==> config.mk <==
export PLATFORM = sky130hd
export DESIGN_NAME = srgd_queue
export DESIGN_NICKNAME = d
export VERILOG_FILES = /design/src/design/srgd_pkg.sv /design/src/design/srgd_queue.sv
export SDC_FILE = /design/constraint.sdc
export NUM_CORES = 1
export LEC_CHECK = 0
export BUFFER_PORTS_ARGS = -buffer_cell sky130_fd_sc_hd__buf_2
export CORE_MARGIN = 2
export CORE_UTILIZATION = 61
export CTS_CLUSTER_SIZE = 12
export DETAILED_ROUTE_END_ITERATION = 6
export GPL_ROUTABILITY_DRIVEN = 0
export GPL_TIMING_DRIVEN = 1
export PLACE_DENSITY = 0.84
export SYNTH_ARGS = -nofsm -noshare
export SYNTH_HDL_FRONTEND = slang
export SYNTH_SLANG_ARGS = --single-unit
export TNS_END_PERCENT = 50
==> constraint.sdc <==
create_clock -name clk -period 10.8 [get_ports clk]
set_input_delay 1.08 -clock clk [delete_from_list [all_inputs] [get_ports clk]]
set_output_delay 1.08 -clock clk [all_outputs]
set_load 0.01 [all_outputs]
==> src/design/srgd_pkg.sv <==
// Shared types and constants for the sparse row gather dot product block.
// Holds item kind codes, back-end op codes, the queue entry type and
// IEEE binary64 constants. No dependencies.
package srgd_pkg;

	localparam int VECTOR_DEPTH   = 4096;
	localparam int MAX_ROW_LENGTH = 65535;
	localparam int LANES          = 4;
	localparam int QDEPTH         = 4;
	localparam int QPTR_W         = 2;

	localparam logic [1:0] KIND_WRITE = 2'd0;
	localparam logic [1:0] KIND_START = 2'd1;
	localparam logic [1:0] KIND_ELEM  = 2'd2;

	localparam logic [63:0] ONE_BITS    = 64'h3FF0_0000_0000_0000;
	localparam logic [63:0] NEG_ZERO    = 64'h8000_0000_0000_0000;
	localparam logic [63:0] DEFAULT_NAN = 64'hFFF8_0000_0000_0000;
	localparam logic [63:0] QUIET_BIT   = 64'h0008_0000_0000_0000;
	localparam logic [62:0] INF_ABS     = 63'h7FF0_0000_0000_0000;

	typedef enum logic [1:0] {
		OP_START = 2'd0,
		OP_EMPTY = 2'd1,
		OP_LANE  = 2'd2,
		OP_TAIL  = 2'd3
	} op_code_t;

	typedef struct packed {
		op_code_t    op;
		logic [1:0]  lane;
		logic        combine;
		logic        last;
		logic [63:0] val;
		logic [63:0] x;
	} op_t;

	typedef struct packed {
		logic [QPTR_W:0] count;
		logic            empty;
	} fifo_stat_t;

endpackage

==> src/design/srgd_queue.sv <==
// Short op queue between the front end and the back end.
// Depends on srgd_pkg; the front end never pushes into a full queue.
module srgd_queue import srgd_pkg::*; (
	input  logic       clk,
	input  logic       arst_n,
	input  logic       push,
	input  op_t        push_data,
	input  logic       pop,
	output op_t        head,
	output fifo_stat_t stat
);

	op_t               q_mem [QDEPTH];
	logic [QPTR_W-1:0] wr_ptr_q;
	logic [QPTR_W-1:0] rd_ptr_q;
	logic [QPTR_W:0]   count_q;

	always_ff @(posedge clk or negedge arst_n) begin
		if (!arst_n) begin
			wr_ptr_q <= '0;
			rd_ptr_q <= '0;
			count_q  <= '0;
		end else begin
			if (push) begin
				wr_ptr_q <= wr_ptr_q + QPTR_W'(1);
			end
			if (pop) begin
				rd_ptr_q <= rd_ptr_q + QPTR_W'(1);
			end
			unique case ({push, pop})
				2'b10:   count_q <= count_q + (QPTR_W + 1)'(1);
				2'b01:   count_q <= count_q - (QPTR_W + 1)'(1);
				default: count_q <= count_q;
			endcase
		end
	end

	always_ff @(posedge clk) begin
		if (push) begin
			q_mem[wr_ptr_q] <= push_data;
		end
	end

	assign head       = q_mem[rd_ptr_q];
	assign stat.count = count_q;
	assign stat.empty = count_q == '0;

endmodule

==> qor.csv <==
stage,metric,value,unit
min_path,Worst Hold Class,input pin to async pin,
synthesis,synthesized area per cell,26.7,sq um
sta,minimum clock period,4420,ps
floorplanning,Die Y,184,um
floorplanning,num ports,276,
worst_setup_path,critical path class,register to primary output,
layout,share of post-route cells with drive strength above 1,45.4,%
layout,"commonest non-fill, non-tap cell in the layout",edfxtp_1,
drt,DR top layer,met5,
worst_setup_path,Worst setup SP type,register,
floorplanning,Core Footprint,31600,sq um
clocking,CTS max path bufs,3,
grt,initial antenna violation count,12,
worst_setup_path,Worst Path Arrival,3340,ps
clocking,clk sinks,543,
power,clock power share,25.8,%
sta,RSZ-0062 raised after global routing,no,
sta,Peak Freq,226,MHz
sta,Hold WS,347,ps
drt,Met3 Wirelength,3590,um
grt,largest net degree at the start of global routing,73,
drt,wl on met1,14500,um
sta,Slew @ Worst Pin,1050,ps
synthesis,Synth Instances,736,
layout,fillers,1705,
drt,DR iter-0 viols,718,
floorplanning,die area,33700,sq um
layout,"commonest cells after routing, fill and taps aside","edfxtp_1, buf_2, mux4_2",
drt,DRC Markers,0,
worst_setup_path,"Max FO, Critical Path",50,
power,sw frac,28.4,%
grt,global-route wire length before repair,55800,um
clocking,worst-skew pair later-pin latency,550,ps
power,P per Cell Area,273,nW/um^2
drt,vias,8787,
sta,Final Slew Violations,0,
grt,gr ovfl total,0,
drt,number of vias per cell,5.96,
clocking,clk slew on worst S/H paths,60,ps
power,leak pwr,7.84,nW
synthesis,warnings from Yosys,0,
grt,vias in the first global route,9308,
synthesis,register area share after synthesis,82.7,%
power,Int Pwr,0.00449,W
drt,drt wl/cell,25.1,um
sta,Fin Setup TNS,0,ps
layout,area delta synth->final,16.8,%
drt,WL met2,18300,um
sta,fin crit share,40.9,%
synthesis,Netlist cell types,17,
floorplanning,num rows,65,
grt,gr usage total,22.5,%
power,Sw Pwr,0.00178,W
drt,Pre-antenna DRT Iters,5,
power,VDD IR max,0.219,mV
clocking,root buf cell,clkbuf_16,
worst_setup_path,Worst EP required,9720,ps
layout,register area,16300,sq um
sta,slew margin rel.,30.0,%
floorplanning,initial core utilization,62.2,%
clocking,htree depth,2,
floorplanning,chip width,184,um
worst_setup_path,kind of end point of the critical path,primary output,
power,combinational share of power,27.0,%
clocking,Post-CTS Setup Inserts,0,
clocking,CTS tree,done,
place,Placed Cells,1394,
power,total power,0.00627,W
clocking,hold-fix buffers at CTS,0,
clocking,PostCTS Resize Cnt,0,
place,Port Buffer Count,275,
power,Flop pwr share,47.2,%
drt,Detail Route Antenna Nets,0,
sta,count of final setup violators,0,
drt,Routed Wire Length,37100,um
layout,post-route insts no fill,1475,
sta,clk_skew,18.0,ps
flow_run,max-cap violation count,0,
outcome,outcome,"finished, final reports clean",
synthesis,"FF+latch count, synth",543,
layout,footprint of the multi-input gates,3220,sq um
layout,nets,1191,
clocking,CTS Buf Count,53,
synthesis,syn nets,880,
place,hpwl dp,22200,um
sta,Hold Fails Final Rpt,0,
synthesis,Mapped Area,19700,sq um
[through the flow]
| step | setup slack, ps | util, % | cell area [sq um] |
|---|---|---|---|
| after CTS | 6250 | 72.6 | 23000 |
| final | 6380 | 72.7 | 23000 |
| after floorplan | 6140 | - | 19700 |
| after global routing | 6070 | 72.6 | 23000 |
| after detailed placement | 6860 | 67.9 | 21500 |
| after global placement | 6910 | 67.9 | 21500 |
[final timing paths]
check | start | cells after the start | slack [ps] | endpoint
worst max-delay path | rd_ptr_q[0] | 3 | 6380 | head[66]
worst min-delay path | arst_n | 1 | 350 | count_q[1]
worst max register to register | wr_ptr_q[0] | 5 | 7750 | q_mem[2][106]
worst min register to register | count_q[2] | 1 | 510 | count_q[2]
max in group asynchronous | arst_n | 1 | 10280 | rd_ptr_q[0]
min in group clk | count_q[2] | 1 | 510 | count_q[2]
[synth_stat cells (all sizes together)]
cell    number  area, sq um
inv          6         22.5
nor3         1         5.00
edfxtp     536        16100
buf         23          155
xor2         4         35.0
ha           5         62.6
nor2         1         3.75
mux4       134         3020
clkbuf       7         26.3
fa           1         20.0
and2         4         25.0
dfrtp        7          175
o21ai        2         10.0
nand2        3         11.3
xnor2        2         17.5
[cell families after synthesis]
kind of cell	Yosys count	synth area share (%)
buffers and inverters	36	1.04
flip-flops	543	82.7
AO/OA/AOI/OAI	2	0.0509
multiplexers	134	15.3
adder cells (fa/ha/maj)	6	0.420
XOR/XNOR	6	0.267
AND/OR/NAND/NOR	9	0.229
[sequential cells by signal, summed over array words and instances (netlist names)]
signal and count:
rd_ptr_q 2, wr_ptr_q 2, count_q 3, q_mem 536
[per-layer routing]
layer,vias up,track usage [%]
met5,-,0
met4,14,5.18
met3,71,7.73
met2,370,36.1
met1,4536,30.5
li1,3796,-
[critical path, cell delays in order (launching register included)]
cell,delay [ps]
dfrtp_4,1020
buf_4,890
mux4_2,630
buf_2,180
[layout make-up]
cell class / instances / share of cell area, %
well taps: 402 / 2.19
clock inverters: 8 / 0.289
multi-input cells: 157 / 14.0
repair buffers: 286 / 6.35
flip-flops and latches: 543 / 70.8
clock buffers: 68 / 6.20
diodes: 5 / 0.0544
inverters: 6 / 0.0980
[power groups by stage]
stage	Sequential, W	Combinational, W	Clock [W]
floorplan	0.00291	0.00119	0
global placement	0.00297	0.00169	0
detailed placement	0.00300	0.00171	0
CTS	0.00297	0.00173	0.00165
global route	0.00300	0.00182	0.00172
finish	0.00296	0.00170	0.00162
Power figures use the tool's default switching activity.
